## config.mk

```make
export PLATFORM = sky130hd
export DESIGN_NAME = uart_command_led_chaser
export DESIGN_NICKNAME = d
export VERILOG_FILES = /design/src/rtl/core/ucl_pkg.sv /design/src/rtl/core/uart_command_led_chaser.sv /design/src/rtl/core/ucl_front.sv /design/src/rtl/core/ucl_op_queue.sv /design/src/rtl/core/ucl_back.sv
export SDC_FILE = /design/constraint.sdc
export NUM_CORES = 1
export LEC_CHECK = 0
export BUFFER_PORTS_ARGS = -buffer_cell sky130_fd_sc_hd__buf_2
export CAP_MARGIN = 20
export CORE_MARGIN = 2
export CORE_UTILIZATION = 60
export DETAILED_ROUTE_END_ITERATION = 16
export GPL_TIMING_DRIVEN = 0
export PLACE_DENSITY = 0.78
export SYNTH_ARGS = -nofsm -noshare
export SYNTH_HDL_FRONTEND = slang
export SYNTH_SLANG_ARGS = --single-unit
```

## constraint.sdc

```tcl
create_clock -name clk_i -period 6.7 [get_ports clk_i]
set_clock_uncertainty 0.15 [all_clocks]
set_input_delay 0.67 -clock clk_i [delete_from_list [all_inputs] [get_ports clk_i]]
set_output_delay 0.67 -clock clk_i [all_outputs]
set_load 0.01 [all_outputs]
```

## src/rtl/core/ucl_pkg.sv

```systemverilog
package ucl_pkg;

  // Sizing of the chaser
  localparam int LED_NUMBER   = 5;
  localparam int COUNTER_BITS = 16;
  localparam int LED_IDX_W    = (LED_NUMBER > 1) ? $clog2(LED_NUMBER) : 1;

  // Field widths of the ports
  localparam int BYTE_W      = 8;
  localparam int LED_DRIVE_W = 5;
  localparam int LED_POS_W   = 3;
  localparam int PERIOD_W    = 10;

  // Matcher sizing
  localparam int CMD_COUNT   = 5;
  localparam int CMD_MAXLEN  = 10;
  localparam int CMD_TEXT_W  = CMD_MAXLEN * BYTE_W;
  localparam int POS_W       = 4;
  localparam logic [POS_W-1:0] POS_MAX = 4'd15;

  // Line terminators
  localparam logic [BYTE_W-1:0] CHAR_CR  = 8'h0D;
  localparam logic [BYTE_W-1:0] CHAR_LF  = 8'h0A;
  localparam logic [BYTE_W-1:0] CHAR_NUL = 8'h00;

  typedef logic [LED_NUMBER-1:0]   pins_t;
  typedef logic [LED_IDX_W-1:0]    led_idx_t;
  typedef logic [COUNTER_BITS-1:0] count_t;
  typedef logic [PERIOD_W-1:0]     period_t;
  typedef logic [LED_DRIVE_W-1:0]  drive_t;
  typedef logic [LED_POS_W-1:0]    led_pos_t;
  typedef logic [POS_W-1:0]        match_pos_t;
  typedef logic [CMD_COUNT-1:0]    cand_t;

  localparam pins_t   LEDS_OFF       = '1;
  localparam period_t PERIOD_START   = 10'd200;
  localparam period_t PERIOD_SPD100  = 10'd100;
  localparam period_t PERIOD_SPD500  = 10'd500;
  localparam period_t PERIOD_SPD1000 = 10'd1000;

  // Command table, left aligned, zero padded
  localparam logic [CMD_TEXT_W-1:0] TXT_START    = {"start", 40'h0};
  localparam logic [CMD_TEXT_W-1:0] TXT_STOP     = {"stop", 48'h0};
  localparam logic [CMD_TEXT_W-1:0] TXT_SPD100   = {"speed:100", 8'h0};
  localparam logic [CMD_TEXT_W-1:0] TXT_SPD500   = {"speed:500", 8'h0};
  localparam logic [CMD_TEXT_W-1:0] TXT_SPD1000  = "speed:1000";

  typedef enum logic [2:0] {
    HIT_START    = 3'd0,
    HIT_STOP     = 3'd1,
    HIT_SPD100   = 3'd2,
    HIT_SPD500   = 3'd3,
    HIT_SPD1000  = 3'd4,
    HIT_NONE     = 3'd5
  } hit_e;

  typedef enum logic [1:0] {
    OP_TICK = 2'd0,
    OP_BYTE = 2'd1,
    OP_LINE = 2'd2
  } op_kind_e;

  typedef enum logic [2:0] {
    RES_NONE     = 3'd0,
    RES_START    = 3'd1,
    RES_STOP     = 3'd2,
    RES_SPD100   = 3'd3,
    RES_SPD500   = 3'd4,
    RES_SPD1000  = 3'd5,
    RES_IGNORED  = 3'd6
  } res_e;

  // Classified item passed from front to back
  typedef struct packed {
    op_kind_e kind;
    hit_e     hit;
  } op_t;

  // One result as it leaves the block
  typedef struct packed {
    drive_t   led_drive;
    period_t  period_ms;
    led_pos_t led_position;
    res_e     command_result;
  } result_t;

  function automatic match_pos_t cmd_len(hit_e c);
    match_pos_t len;
    unique case (c)
      HIT_START:   len = 4'd5;
      HIT_STOP:    len = 4'd4;
      HIT_SPD100:  len = 4'd9;
      HIT_SPD500:  len = 4'd9;
      HIT_SPD1000: len = 4'd10;
      default:     len = 4'd0;
    endcase
    return len;
  endfunction

  function automatic logic [BYTE_W-1:0] cmd_char(hit_e c, match_pos_t pos);
    logic [CMD_TEXT_W-1:0] txt;
    logic [BYTE_W-1:0]     ch;
    unique case (c)
      HIT_START:   txt = TXT_START;
      HIT_STOP:    txt = TXT_STOP;
      HIT_SPD100:  txt = TXT_SPD100;
      HIT_SPD500:  txt = TXT_SPD500;
      HIT_SPD1000: txt = TXT_SPD1000;
      default:     txt = '0;
    endcase
    ch = '0;
    for (int i = 0; i < CMD_MAXLEN; i++) begin
      if (pos == match_pos_t'(i)) begin
        ch = txt[CMD_TEXT_W-1-BYTE_W*i -: BYTE_W];
      end
    end
    return ch;
  endfunction

endpackage

```

## src/rtl/core/uart_command_led_chaser.sv

```systemverilog
// LED chaser driven by text commands and millisecond ticks.
// Input channel: push an item while full is low. command_i = 0 carries one
// received line byte in rx_byte_i, with line_end_i set on the line's last
// byte; command_i = 1 is a one millisecond tick.
// Result channel: while empty is low the oldest result stands on
// led_drive_o (active low), period_ms_o, led_position_o and
// command_result_o; pop takes it. Every item gives exactly one result.
// An item pushed is classified into a two-entry op queue, executed from
// there, and its result is written into the result queue, from which it can
// be popped. Throughput: one item per cycle while the result queue has room,
// set by the execute step (counter add and period compare).
// When the receiver stops popping, the two-entry result queue fills, the
// execute step holds, the op queue fills and full rises; nothing is lost.
// Reset: period 0, counter 0, ticking enabled, all LEDs off, LED index 0,
// matcher cleared, both queues empty.
module uart_command_led_chaser (
  input  logic                                clk_i,
  input  logic                                rst_ni,
  input  logic                                push,
  output logic                                full,
  input  logic                                command_i,
  input  logic [ucl_pkg::BYTE_W-1:0]          rx_byte_i,
  input  logic                                line_end_i,
  output logic                                empty,
  input  logic                                pop,
  output logic [ucl_pkg::LED_DRIVE_W-1:0]     led_drive_o,
  output logic [ucl_pkg::PERIOD_W-1:0]        period_ms_o,
  output logic [ucl_pkg::LED_POS_W-1:0]       led_position_o,
  output logic [2:0]                          command_result_o
);

  logic             accept;
  ucl_pkg::op_t     front_op, queue_op;
  logic             queue_valid, queue_pop;
  ucl_pkg::result_t result;

  assign accept = push && !full;

  // Classify incoming items
  ucl_front u_front (
    .clk_i      (clk_i),
    .rst_ni     (rst_ni),
    .accept_i   (accept),
    .command_i  (command_i),
    .rx_byte_i  (rx_byte_i),
    .line_end_i (line_end_i),
    .op_o       (front_op)
  );

  // Decouple front from back
  ucl_op_queue u_op_queue (
    .clk_i   (clk_i),
    .rst_ni  (rst_ni),
    .push_i  (accept),
    .op_i    (front_op),
    .full_o  (full),
    .pop_i   (queue_pop),
    .valid_o (queue_valid),
    .op_o    (queue_op)
  );

  // Execute commands and ticks
  ucl_back u_back (
    .clk_i      (clk_i),
    .rst_ni     (rst_ni),
    .op_valid_i (queue_valid),
    .op_i       (queue_op),
    .op_pop_o   (queue_pop),
    .empty_o    (empty),
    .pop_i      (pop),
    .result_o   (result)
  );

  assign led_drive_o      = result.led_drive;
  assign period_ms_o      = result.period_ms;
  assign led_position_o   = result.led_position;
  assign command_result_o = result.command_result;

endmodule

```

## src/rtl/core/ucl_front.sv

```systemverilog
module ucl_front (
  input  logic                              clk_i,
  input  logic                              rst_ni,
  input  logic                              accept_i,
  input  logic                              command_i,
  input  logic [ucl_pkg::BYTE_W-1:0]        rx_byte_i,
  input  logic                              line_end_i,
  output ucl_pkg::op_t                      op_o
);

  ucl_pkg::match_pos_t pos_q, pos_d;
  ucl_pkg::cand_t      alive_q, alive_d;
  logic                term_q, term_d;
  logic                is_term;
  ucl_pkg::hit_e       hit;

  assign is_term = (rx_byte_i == ucl_pkg::CHAR_CR) || (rx_byte_i == ucl_pkg::CHAR_LF) ||
                   (rx_byte_i == ucl_pkg::CHAR_NUL);

  // Match the byte against every command and pick the hit at line end
  always_comb begin
    pos_d   = pos_q;
    alive_d = alive_q;
    term_d  = term_q;
    hit     = ucl_pkg::HIT_NONE;
    if (!term_q) begin
      if (is_term) begin
        term_d = 1'b1;
      end else begin
        for (int c = 0; c < ucl_pkg::CMD_COUNT; c++) begin
          if (!((pos_q < ucl_pkg::cmd_len(ucl_pkg::hit_e'(c))) &&
                (ucl_pkg::cmd_char(ucl_pkg::hit_e'(c), pos_q) == rx_byte_i))) begin
            alive_d[c] = 1'b0;
          end
        end
        if (pos_q < ucl_pkg::POS_MAX) begin
          pos_d = pos_q + ucl_pkg::match_pos_t'(1);
        end
      end
    end
    for (int c = 0; c < ucl_pkg::CMD_COUNT; c++) begin
      if (alive_d[c] && (ucl_pkg::cmd_len(ucl_pkg::hit_e'(c)) == pos_d)) begin
        hit = ucl_pkg::hit_e'(c);
      end
    end
  end

  // Classify the item for the back part
  always_comb begin
    op_o.hit = hit;
    if (command_i) begin
      op_o.kind = ucl_pkg::OP_TICK;
    end else if (line_end_i) begin
      op_o.kind = ucl_pkg::OP_LINE;
    end else begin
      op_o.kind = ucl_pkg::OP_BYTE;
    end
  end

  // Advance the matcher on bytes, clear it at line end
  always_ff @(posedge clk_i or negedge rst_ni) begin
    if (!rst_ni) begin
      pos_q   <= '0;
      alive_q <= '1;
      term_q  <= 1'b0;
    end else if (accept_i && !command_i) begin
      if (line_end_i) begin
        pos_q   <= '0;
        alive_q <= '1;
        term_q  <= 1'b0;
      end else begin
        pos_q   <= pos_d;
        alive_q <= alive_d;
        term_q  <= term_d;
      end
    end
  end

endmodule

```

## src/rtl/core/ucl_op_queue.sv

```systemverilog
module ucl_op_queue (
  input  logic          clk_i,
  input  logic          rst_ni,
  input  logic          push_i,
  input  ucl_pkg::op_t  op_i,
  output logic          full_o,
  input  logic          pop_i,
  output logic          valid_o,
  output ucl_pkg::op_t  op_o
);

  ucl_pkg::op_t mem_q [2];
  logic         wr_ptr_q, rd_ptr_q;
  logic [1:0]   count_q;
  logic         do_push, do_pop;

  assign full_o  = (count_q == 2'd2);
  assign valid_o = (count_q != 2'd0);
  assign op_o    = mem_q[rd_ptr_q];
  assign do_push = push_i && !full_o;
  assign do_pop  = pop_i && valid_o;

  // Store the classified item
  always_ff @(posedge clk_i) begin
    if (do_push) begin
      mem_q[wr_ptr_q] <= op_i;
    end
  end

  // Track pointers and fill level
  always_ff @(posedge clk_i or negedge rst_ni) begin
    if (!rst_ni) begin
      wr_ptr_q <= 1'b0;
      rd_ptr_q <= 1'b0;
      count_q  <= 2'd0;
    end else begin
      if (do_push) begin
        wr_ptr_q <= ~wr_ptr_q;
      end
      if (do_pop) begin
        rd_ptr_q <= ~rd_ptr_q;
      end
      if (do_push && !do_pop) begin
        count_q <= count_q + 2'd1;
      end else if (do_pop && !do_push) begin
        count_q <= count_q - 2'd1;
      end
    end
  end

endmodule

```

## src/rtl/core/ucl_back.sv

```systemverilog
module ucl_back (
  input  logic              clk_i,
  input  logic              rst_ni,
  input  logic              op_valid_i,
  input  ucl_pkg::op_t      op_i,
  output logic              op_pop_o,
  output logic              empty_o,
  input  logic              pop_i,
  output ucl_pkg::result_t  result_o
);

  ucl_pkg::period_t  per_q, per_d;
  ucl_pkg::count_t   cnt_q, cnt_d;
  logic              en_q, en_d;
  ucl_pkg::pins_t    pins_q, pins_d;
  ucl_pkg::led_idx_t lit_q, lit_d;
  ucl_pkg::res_e     res;
  ucl_pkg::result_t  res_item;

  ucl_pkg::result_t  out_q [2];
  logic              wr_ptr_q, rd_ptr_q;
  logic [1:0]        count_q;
  logic              out_full, fire, do_pop;

  assign out_full = (count_q == 2'd2);
  assign empty_o  = (count_q == 2'd0);
  assign fire     = op_valid_i && !out_full;
  assign op_pop_o = fire;
  assign do_pop   = pop_i && !empty_o;
  assign result_o = out_q[rd_ptr_q];

  // Carry out the command or tick, then run the step check
  always_comb begin
    per_d  = per_q;
    cnt_d  = cnt_q;
    en_d   = en_q;
    pins_d = pins_q;
    lit_d  = lit_q;
    res    = ucl_pkg::RES_NONE;
    if (op_i.kind == ucl_pkg::OP_TICK) begin
      if (en_q) begin
        cnt_d = cnt_q + ucl_pkg::count_t'(1);
      end
    end else if (op_i.kind == ucl_pkg::OP_LINE) begin
      res = ucl_pkg::RES_IGNORED;
      unique case (op_i.hit)
        ucl_pkg::HIT_START: begin
          per_d = ucl_pkg::PERIOD_START;
          en_d  = 1'b1;
          res   = ucl_pkg::RES_START;
        end
        ucl_pkg::HIT_STOP: begin
          per_d  = '0;
          en_d   = 1'b0;
          pins_d = ucl_pkg::LEDS_OFF;
          res    = ucl_pkg::RES_STOP;
        end
        ucl_pkg::HIT_SPD100: begin
          if (per_q != '0) begin
            per_d = ucl_pkg::PERIOD_SPD100;
            res   = ucl_pkg::RES_SPD100;
          end
        end
        ucl_pkg::HIT_SPD500: begin
          if (per_q != '0) begin
            per_d = ucl_pkg::PERIOD_SPD500;
            res   = ucl_pkg::RES_SPD500;
          end
        end
        ucl_pkg::HIT_SPD1000: begin
          if (per_q != '0) begin
            per_d = ucl_pkg::PERIOD_SPD1000;
            res   = ucl_pkg::RES_SPD1000;
          end
        end
        default: begin
          res = ucl_pkg::RES_IGNORED;
        end
      endcase
    end
    if ((per_d != '0) && (cnt_d >= ucl_pkg::count_t'(per_d))) begin
      cnt_d  = '0;
      pins_d = ucl_pkg::LEDS_OFF & ~(ucl_pkg::pins_t'(1) << lit_q);
      if (lit_q == ucl_pkg::led_idx_t'(ucl_pkg::LED_NUMBER - 1)) begin
        lit_d = '0;
      end else begin
        lit_d = lit_q + ucl_pkg::led_idx_t'(1);
      end
    end
  end

  // Pack the result fields
  always_comb begin
    res_item.led_drive      = ucl_pkg::drive_t'(pins_d);
    res_item.period_ms      = per_d;
    res_item.led_position   = ucl_pkg::led_pos_t'(lit_d);
    res_item.command_result = res;
  end

  // Hold chaser state
  always_ff @(posedge clk_i or negedge rst_ni) begin
    if (!rst_ni) begin
      per_q  <= '0;
      cnt_q  <= '0;
      en_q   <= 1'b1;
      pins_q <= ucl_pkg::LEDS_OFF;
      lit_q  <= '0;
    end else if (fire) begin
      per_q  <= per_d;
      cnt_q  <= cnt_d;
      en_q   <= en_d;
      pins_q <= pins_d;
      lit_q  <= lit_d;
    end
  end

  // Store results for the receiver
  always_ff @(posedge clk_i) begin
    if (fire) begin
      out_q[wr_ptr_q] <= res_item;
    end
  end

  // Track result queue pointers and fill level
  always_ff @(posedge clk_i or negedge rst_ni) begin
    if (!rst_ni) begin
      wr_ptr_q <= 1'b0;
      rd_ptr_q <= 1'b0;
      count_q  <= 2'd0;
    end else begin
      if (fire) begin
        wr_ptr_q <= ~wr_ptr_q;
      end
      if (do_pop) begin
        rd_ptr_q <= ~rd_ptr_q;
      end
      if (fire && !do_pop) begin
        count_q <= count_q + 2'd1;
      end else if (do_pop && !fire) begin
        count_q <= count_q - 2'd1;
      end
    end
  end

`ifndef NO_ASSERTIONS
  a_count_bound: assert property (@(posedge clk_i) disable iff (!rst_ni)
    count_q != 2'd3) else $error("result queue overfilled");

  a_stop_clears: assert property (@(posedge clk_i) disable iff (!rst_ni)
    (fire && res == ucl_pkg::RES_STOP) |=>
      (per_q == '0) && (pins_q == ucl_pkg::LEDS_OFF) && !en_q)
    else $error("stop left the chaser running");

  a_period_legal: assert property (@(posedge clk_i) disable iff (!rst_ni)
    (per_q == '0) || (per_q == ucl_pkg::PERIOD_START) || (per_q == ucl_pkg::PERIOD_SPD100) ||
    (per_q == ucl_pkg::PERIOD_SPD500) || (per_q == ucl_pkg::PERIOD_SPD1000))
    else $error("illegal step period");

  a_lit_range: assert property (@(posedge clk_i) disable iff (!rst_ni)
    lit_q <= ucl_pkg::led_idx_t'(ucl_pkg::LED_NUMBER - 1))
    else $error("LED index out of range");

  a_speed_needs_run: assert property (@(posedge clk_i) disable iff (!rst_ni)
    (fire && (res == ucl_pkg::RES_SPD100 || res == ucl_pkg::RES_SPD500 ||
              res == ucl_pkg::RES_SPD1000)) |-> (per_q != '0))
    else $error("speed change applied while stopped");
`endif

endmodule

```

# Word-level counts from Yosys, hierarchy flattened
# Memories as Yosys holds them, arrays and structs flattened.
# Cells that the tools add are included.
# word_totals
input_bits,14
ramBits,52
register_bits,53
n_memories,2
wordCells,209
# op_classes
shift,1
n_mux,102
reduce_logical,43
add_sub_neg,7
order_cmp,6
n_eq_ne,28
n_bitwise,6
# mem_list
memory,words,word_bits,read_ports,rd_clocked_by_memory_dff,write_ports,line,rtl
u_back.out_q,2,21,1,0,1,ucl_back.sv:20,ucl_pkg::result_t out_q [2];
u_op_queue.mem_q,2,5,1,0,1,ucl_op_queue.sv:12,ucl_pkg::op_t mem_q [2];
# ops
operator,count
2-to-1 mux 8 bit,32
2-to-1 mux 7 bit,10
2-to-1 mux 10 bit,5
case mux 10 bit (5 select lines),1
2-to-1 mux 16 bit,3
2-to-1 mux 4 bit,12
== test 8 bit,5
2-to-1 mux 5 bit,7
2-to-1 mux 3 bit,10
logical AND 1 bit,21
nonzero test 10 bit,2
"adder 16 x 1 -> 16 bit, second input constant",1
"== test 4 x 3 -> 1 bit, second input constant",4
"== test 8 x 4 -> 1 bit, second input constant",2
>= comparator 16 x 10 -> 1 bit,1
< comparator 4 bit,4
2-to-1 mux 2 bit,8
case mux 3 bit (5 select lines),1
2-to-1 mux 1 bit,12
"== test 3 x 4 -> 1 bit, first input constant",2
"== test 4 x 2 -> 1 bit, second input constant",2
"== test 4 bit, first input constant",2
"== test 4 bit, second input constant",2
logical NOT 1 bit,8
other kinds (21),36

# Longest topological paths before layout
# Gate-level depths: netlist of the first run.
# logic_depth
depth_word,24
depth_mapped,16
mapped_depth_nobuf,14

# Cells and area by module
# Synthesis of the first run repeated with hierarchy kept, for this count alone.
# hier_totals
cells_unflattened,643
hier_area_um2,6391.1
# modules_own_cells
module,instances,cells_per_inst,area_each_um2
ucl_back,1,410,4381.7
ucl_front,1,197,1423.9
ucl_op_queue,1,35,571.8
uart_command_led_chaser,1,1,13.8

# Worst setup path after synthesis of the first run
# OpenSTA, ideal clock, no wires.
# synth_timing
path_type,reg-to-reg
from,memory u_op_queue.mem_q[0][3] (netlist bit)
to,memory u_back.out_q[0][19] (netlist bit) (data pin)
arrival_ns,3.560
stages_incl_launch_ff,17
n_path_buf,2
slack_ns,2.727
setup_ns,0.263
synth_period_minus_slack_ns,3.973
path_cell_list,edfxtp_1 -> nor4b_4 -> or2_2 -> clkbuf_1 -> nand4_1 -> or3_1 -> nand2_1 -> ha_1 -> o21ai_0 -> nand2b_1 -> a21oi_1 -> o31ai_1 -> or4_1 -> o21a_4 -> buf_6 -> nor3b_1 -> a21oi_1
# synth_via
elab_chain_cells,7
elab_cells_between_ends,12
classes_between,order compare: 1; eq/ne: 1; mux: 6; reduce/logical: 3; memory: 1
# synth_rtl
item,line,rtl
start: declaration,ucl_op_queue.sv:12,
memory read (2 x 5 bit) *,-,
== test 2 bit,ucl_back.sv:44,end else if (op_i.kind == ucl_pkg::OP_LINE) begin
2-to-1 mux 10 bit,ucl_back.sv:44,
2-to-1 mux 10 bit,ucl_back.sv:40,if (op_i.kind == ucl_pkg::OP_TICK) begin
>= comparator 16 x 10 -> 1 bit / nonzero test 10 bit (equally long branches),ucl_back.sv:81,if ((per_d != '0) && (cnt_d >= ucl_pkg::count_t'(per_d))) begin
logical AND 1 bit,ucl_back.sv:81,
2-to-1 mux 5 bit *,ucl_back.sv:81,
net u_back.pins_d[3],ucl_back.sv:15,"ucl_pkg::pins_t pins_q, pins_d;"
end: declaration,ucl_back.sv:20,
# Mark *: on every way through the listed nets, which the timed path passes. The rest lies on a longest branch.

# Worst setup path in the final report of the first run
# layout_timing
from,register u_back.en_q
to,memory u_back.out_q[0][19] (netlist bit) (data pin)
# layout_via
elab_chain_cells,5
# layout_rtl
item,line,rtl
start: declaration,ucl_back.sv:14,"logic en_q, en_d;"
start signal: assignment,ucl_back.sv:111,en_q <= en_d;
2-to-1 mux 16 bit,ucl_back.sv:41,if (en_q) begin
2-to-1 mux 16 bit,ucl_back.sv:40,
>= comparator 16 x 10 -> 1 bit,ucl_back.sv:81,
logical AND 1 bit,ucl_back.sv:81,
2-to-1 mux 5 bit,ucl_back.sv:81,
net u_back.pins_d[3],ucl_back.sv:15,
# The timed path passes the listed nets, and every way through them passes these cells.

==> results.py, run 1 <==
metrics = {
    "critical_path": {
        "critPathLaunchType": "flop",
        "crit_chain": "nor4b_4 > or2_2 > clkbuf_1 > nand4_1 > or3_1 > nand2_1 > ha_1 > o21ai_0 > nand2b_1 > a21oi_1 > o31ai_1 > or4_1 > o21a_4 > buf_6 > nor3b_1 > a21oi_1",
        "worst_ep_arrival_time_ns": 4.77,
        "worstPathMaxFanout": 10,
        "crit_slowest_cell": "dfstp_2",
        "crit_start": "u_back.en_q",
        "end_kind": "flop",
        "reg2regPathDepth": 16,
        "cp.required_ns": 6.68,
        "critical_path_class": "flop to flop",
        "cpMostUsedCell": "a21oi_1",
        "regToRegStartpoint": "u_back.en_q",
        "slowest_delay_ns": 0.57,
    },
    "synth": {
        "yosysTopAreaCell": "edfxtp_1",
        "ys_ff_latch": 105,
        "yosys.cell_count.top_type": "nand2_1",
        "ys_warn_count": 0,
        "ys_seq_area_share_pct": 44.8,
        "synth-edff-count": 52,
        "synthTopCellsByArea": "edfxtp_1 24%, dfrtp_1 16%, dfstp_2 4.5%, ha_1 4.4%, mux2_2 4.0%",
        "ys_types": 84,
        "syn-num-nets": 685,
        "synth_area_um2": 6480,
        "syn_area_per_cell_um2": 10.0,
        "yosysTopAreaCellShare_pct": 24.1,
        "async_reset_ff_share_pct": 50.5,
        "syn-instance-count": 648,
        "synth_ff_type": "edfxtp_1",
        "synthTopCellsByCount": "57 x nand2_1, 55 x nor2_1, 52 x edfxtp_1, 47 x o21ai_0, 42 x dfrtp_1",
    },
    "global_route": {
        "grt_max_degree": 39,
        "grt_pass1_wl_um": 24900,
        "globalRouteTotalUtil_pct": 27.5,
        "grt_pass1_vias": 5100,
        "overflow": 0,
        "antenna_found_initial": 0,
    },
    "flow_run": {
        "drv_cap": 0,
    },
    "detailed_routing": {
        "drtIter0Drc": 412,
        "route.detailed.drc": 0,
        "viasPerCell": 6.25,
        "wl_met2_um": 7670,
        "dr.pass1.iters": 5,
        "highest_layer": "met4",
        "drt_wl_total_um": 15700,
        "wl_met3_um": 822,
        "drtAntennaViolNets": 0,
        "dr_total_vias": 5223,
        "wire_per_inst_um": 18.8,
        "wl_met1_um": 6830,
    },
    "sta": {
        "rsz0062_at_grt": "no",
        "min_period_ns": 4.79,
        "hold_viol": 0,
        "finalSetupViolCount": 0,
        "period_share_pct": 71.6,
        "clock.fmax_mhz": 209,
        "slew_viol_final": 0,
        "maxSlewHeadroom_pct": 37.8,
        "setup_tns_ns": 0,
        "tightest_slew_ns": 0.926,
    },
    "floorplanning": {
        "die_area_um2": 11700,
        "design.core.area_um2": 10400,
        "start_util_pct": 62.2,
        "ios": 37,
        "rows": 37,
        "chipWidth_um": 108,
        "die_h_um": 108,
    },
    "clocking": {
        "ctsHoldBuffers": 0,
        "cts.clk_slew.worst_paths_ns": 0.11,
        "cts_tree": "yes",
        "insertion_delay_ns": 0.38,
        "cts_root_buf": "clkbuf_8",
        "cts_made_buffers": 9,
        "htree_levels": 3,
        "cts_sinks": 105,
        "cts_resized": 0,
        "max-clock-path-buffers": 2,
        "postCtsSetupRepairBufs": 0,
    },
    "place": {
        "dpl_cell_area_um2": 6880,
        "dp_hpwl_um": 11600,
        "gp_congestion": 0.930,
        "io_buffers": 32,
        "place_inst": 820,
    },
    "final_layout": {
        "fin_nets": 732,
        "area_growth_pct": 9.25,
        "finalInstanceArea_um2": 7080,
        "diodes": 0,
        "fin_util_pct": 68.0,
        "layout-drive-gt1-share_pct": 17.9,
        "fin_cells": 836,
    },
    "power_and_ir_drop": {
        "vdd_drop_max_mv": 0.330,
        "leakage_nw": 2.88,
        "powerDensity_nw_per_um2": 464,
        "total_power_mw": 3.28,
    },
    "status": {
        "status": "finished, final reports clean",
    },
    "hold_path": {
        "hp-class": "input pin to async pin",
    },
}
==> report_power, final <==
group / internal [mW] / switching, mW
Clock: 0.187 / 0.229
Combinational: 0.675 / 1.08
Sequential: 0.998 / 0.112
Total: 1.86 / 1.42
==> per-stage QoR <==
| step | setup WS, ns | hold slack (ns) |
|---|---|---|
| finish | 1.91 | 0.0584 |
| global route | 1.70 | 0.0811 |
| CTS | 1.99 | 0.0661 |
| detailed placement | 2.02 | 0.317 |
| global placement | 2.19 | 0.317 |
| floorplan | 2.73 | 0.224 |
==> metal layers <==
| layer | vias up | GRT usage [%] |
|---|---|---|
| met5 | - | 0 |
| met2 | 172 | 46.3 |
| met1 | 2535 | 36.4 |
| met3 | 33 | 4.40 |
| li1 | 2483 | - |
| met4 | 0 | 9.16 |
==> worst max-delay path, delay by kind of cell (launching register included) <==
kind | cells | cell delay, ns
buf+inv | 2 | 0.47
flops | 1 | 0.57
fa+ha+maj | 1 | 0.25
simple gates | 8 | 2.37
compound gates | 5 | 0.74
==> area by class of cell <==
cell class / count / area (um^2)
Fill cell: 828 / 3330
Multi-Input combinational cell: 482 / 3330
Sequential cell: 105 / 2900
Timing Repair Buffer: 36 / 218
Tap cell: 136 / 170
Buffer: 36 / 163
Clock buffer: 11 / 141
Inverter: 25 / 93.8
Clock inverter: 5 / 65.1
==> cells by family after synthesis <==
logic type | Yosys count | share of synthesized area (%)
XOR/XNOR | 33 | 4.46
buffers and inverters | 61 | 3.96
AO/OA/AOI/OAI | 171 | 18.6
multiplexers | 32 | 5.39
AND/OR/NAND/NOR | 223 | 18.4
adder cells (fa/ha/maj) | 23 | 4.44
flip-flops | 105 | 44.8
==> worst paths after layout <==
kind,endpoint,slack (ns)
max,u_back.out_q[0][19],1.91
min in group clk_i,u_front.alive_q[2],0.34
max in group asynchronous,u_front.alive_q[0],5.70
min,u_back.cnt_q[5],0.06
max reg2reg,u_back.out_q[0][19],1.91
min reg2reg,u_front.alive_q[2],0.34
==> state kept, by name, summed over array words and instances, names as in the netlist <==
register             count
u_back.cnt_q            16
u_back.count_q           2
u_back.en_q              1
u_back.lit_q             3
u_back.out_q            42
u_back.per_q            10
u_back.pins_q            5
u_back.rd_ptr_q          1
u_back.wr_ptr_q          1
u_front.alive_q          5
u_front.pos_q            4
u_front.term_q           1
u_op_queue.count_q       2
u_op_queue.mem_q        10
u_op_queue.rd_ptr_q      1
u_op_queue.wr_ptr_q      1
==> layout by cell type (no fill, tap or decap), types with 8 or more instances in the layout <==
| cell | netlist | final |
|---|---|---|
| a21oi_1 | 28 | 28 |
| a22o_1 | 8 | 8 |
| a2bb2oi_1 | 9 | 9 |
| a31oi_1 | 8 | 8 |
| and3_1 | 8 | 8 |
| buf_2 | 3 | 35 |
| clkbuf_1 | 24 | 25 |
| clkbuf_8 | 0 | 10 |
| dfrtp_1 | 42 | 42 |
| dfstp_2 | 11 | 11 |
| edfxtp_1 | 52 | 52 |
| ha_1 | 23 | 23 |
| inv_1 | 24 | 24 |
| mux2_2 | 23 | 23 |
| mux2i_1 | 9 | 9 |
| nand2_1 | 57 | 57 |
| nand2b_1 | 9 | 9 |
| nand3_1 | 13 | 13 |
| nand4_1 | 8 | 8 |
| nor2_1 | 55 | 53 |
| nor2b_1 | 8 | 8 |
| nor3_1 | 14 | 14 |
| o21ai_0 | 47 | 47 |
| xnor2_1 | 20 | 20 |
| xor2_1 | 13 | 13 |
Note: power is estimated with default switching activity, not from simulation.
==> run 2, diff against run 1 <==
clock period = 4.5 ns   (was 6.7 ns; I/O delays follow)
==> results.py, run 2 (synthesis gave the netlist of run 1 again) <==
metrics = {
    "place": {
        "place_inst": 820,
        "dp_hpwl_um": 11600,
        "gp_congestion": 0.930,
        "dpl_cell_area_um2": 6880,
        "io_buffers": 32,
    },
    "detailed_routing": {
        "drtIter0Drc": 422,
        "drtAntennaViolNets": 0,
        "dr.pass1.iters": 5,
        "dr_total_vias": 5230,
        "viasPerCell": 6.25,
        "drt_wl_total_um": 15800,
        "wire_per_inst_um": 18.8,
        "route.detailed.drc": 0,
    },
    "final_layout": {
        "mostFrequentLayoutCell": "nand2_1",
        "finalInstanceArea_um2": 7110,
        "largest_register_ffs": 42,
        "fin_util_pct": 68.3,
        "top_register": "u_back.out_q",
        "layout-drive-gt1-share_pct": 18.3,
        "area_growth_pct": 9.69,
        "diodes": 0,
        "layout_common_cells": "57 x nand2_1, 53 x nor2_1, 52 x edfxtp_1, 47 x o21ai_0, 42 x dfrtp_1",
        "top_regs": "u_back.out_q (42), u_back.cnt_q (16)",
        "fin_nets": 733,
        "fin_cells": 837,
    },
    "critical_path": {
        "rr_endpoint": "u_back.out_q[0][19]",
        "path_buf_inv": 1,
        "critPathLaunchType": "flop",
        "path_depth": 14,
        "regToRegStartpoint": "u_op_queue.mem_q[0][1]",
        "critPathTopFamily": "compound AO/OA/AOI/OAI gates",
        "r2r_setup_slack_ns": 0.17,
        "critical_path_class": "flop to flop",
        "worst_ep_arrival_time_ns": 4.30,
        "cp.required_ns": 4.47,
        "crit_chain": "nor2_1 > o221ai_4 > a21o_1 > a21oi_1 > ha_1 > o21ai_0 > nand2b_1 > a21oi_1 > o31ai_1 > or4_1 > o21a_4 > buf_6 > nor3b_1 > a21oi_1",
        "reg2regPathDepth": 14,
        "cp-endpoint": "u_back.out_q[0][19]",
        "end_kind": "flop",
        "slowest_delay_ns": 0.56,
        "crit_slowest_cell": "or4_1",
        "cpMostUsedCell": "a21oi_1",
        "worstPathMaxFanout": 10,
        "crit_start": "u_op_queue.mem_q[0][1]",
    },
    "sta": {
        "hold_viol": 0,
        "maxSlewHeadroom_pct": 37.9,
        "holdWs_ns": 0.229,
        "period_share_pct": 96.2,
        "setup_tns_ns": 0,
        "rsz0062_at_grt": "no",
        "finalSetupViolCount": 0,
        "tightest_slew_ns": 0.924,
        "min_period_ns": 4.33,
        "slew_viol_final": 0,
        "clock.fmax_mhz": 231,
    },
    "power_and_ir_drop": {
        "vdd_drop_max_mv": 0.491,
        "powerDensity_nw_per_um2": 689,
        "leakage_nw": 2.89,
    },
    "global_route": {
        "antenna_found_initial": 0,
        "grt_pass1_vias": 5136,
        "overflow": 0,
        "grt_max_degree": 39,
        "globalRouteTotalUtil_pct": 27.6,
        "grt_pass1_wl_um": 25000,
    },
    "floorplanning": {
        "die_h_um": 108,
        "die_area_um2": 11700,
        "start_util_pct": 62.2,
        "chipWidth_um": 108,
        "ios": 37,
        "rows": 37,
        "design.core.area_um2": 10400,
    },
    "clocking": {
        "cts_made_buffers": 9,
        "insertion_delay_ns": 0.38,
        "max-clock-path-buffers": 2,
        "cts.clk_slew.worst_paths_ns": 0.11,
        "htree_levels": 3,
        "cts_sinks": 105,
        "cts_root_buf": "clkbuf_8",
        "cts_tree": "yes",
    },
    "hold_path": {
        "hp-class": "input pin to flop",
    },
    "status": {
        "status": "finished, final reports clean",
    },
    "flow_run": {
        "drv_cap": 0,
    },
}
run 2: cell types whose count changed in the layout (fill, tap and decap cells not counted), sizes merged:
cell         delta
buf             +1
dlygate4sd3     +1
clkbuf          -1
run 2: what timing repair did:
action / in CTS / in global routing
buffers inserted: 1 / 0
pin swaps: 0 / 0
endpoints found under the hold margin: 15 / 0
hold buffers: 1 / 0
endpoints found under the setup margin: 20 / 11
cloned: 0 / 0
gates resized for setup: 0 / 3
run 2: area by class of cell:
cell class | instances | area (um^2)
sequential | 105 | 2900
clock inverter | 5 | 65.1
buffer | 35 | 159
multi-input combinational | 482 | 3340
timing repair buffer | 38 | 235
inverter | 25 | 93.8
tap | 136 | 170
clock buffer | 11 | 141
fill | 823 | 3310
run 2: tightest hold or removal path: cells and delay by family:
family	cells	cell delay, ns
compound gates	2	0.19
buf+inv	1	0.13
run 2: how the worst min path moves through the flow:
stage	from	endpoint	slack, ns	cells past startpoint
after floorplan	rst_ni	u_back.cnt_q[0]	0.004	0
after global placement	u_front.alive_q[2]	u_front.alive_q[2]	0.32	2
after detailed placement	rst_ni	u_back.cnt_q[5]	0.26	1
after CTS	line_end_i	u_front.alive_q[3]	0.22	3
after global routing	line_end_i	u_front.alive_q[3]	0.24	3
final	line_end_i	u_front.alive_q[3]	0.23	3
run 2: stage by stage:
stage	worst slack (ns)	total power, mW
6_report	0.173	4.90
3_3_place_gp	-0.0123	4.11
5_1_grt	0.00133	5.20
4_1_cts	0.158	4.86
3_5_place_dp	-0.185	4.24
2_1_floorplan	0.527	3.48
run 2: metal layers:
layer	up-vias	GRT usage [%]	part of all wire [%]
met1	2562	36.2	44
met5	-	0	0
met2	150	46.5	49
li1	2489	-	-
met3	29	4.58	5.1
met4	0	9.71	2.3
run 2: power by group:
| part | switching (mW) | total (mW) | internal [mW] |
|---|---|---|---|
| clock | 0.341 | 0.619 | 0.278 |
| combinational | 1.61 | 2.62 | 1.01 |
| sequential | 0.170 | 1.66 | 1.49 |
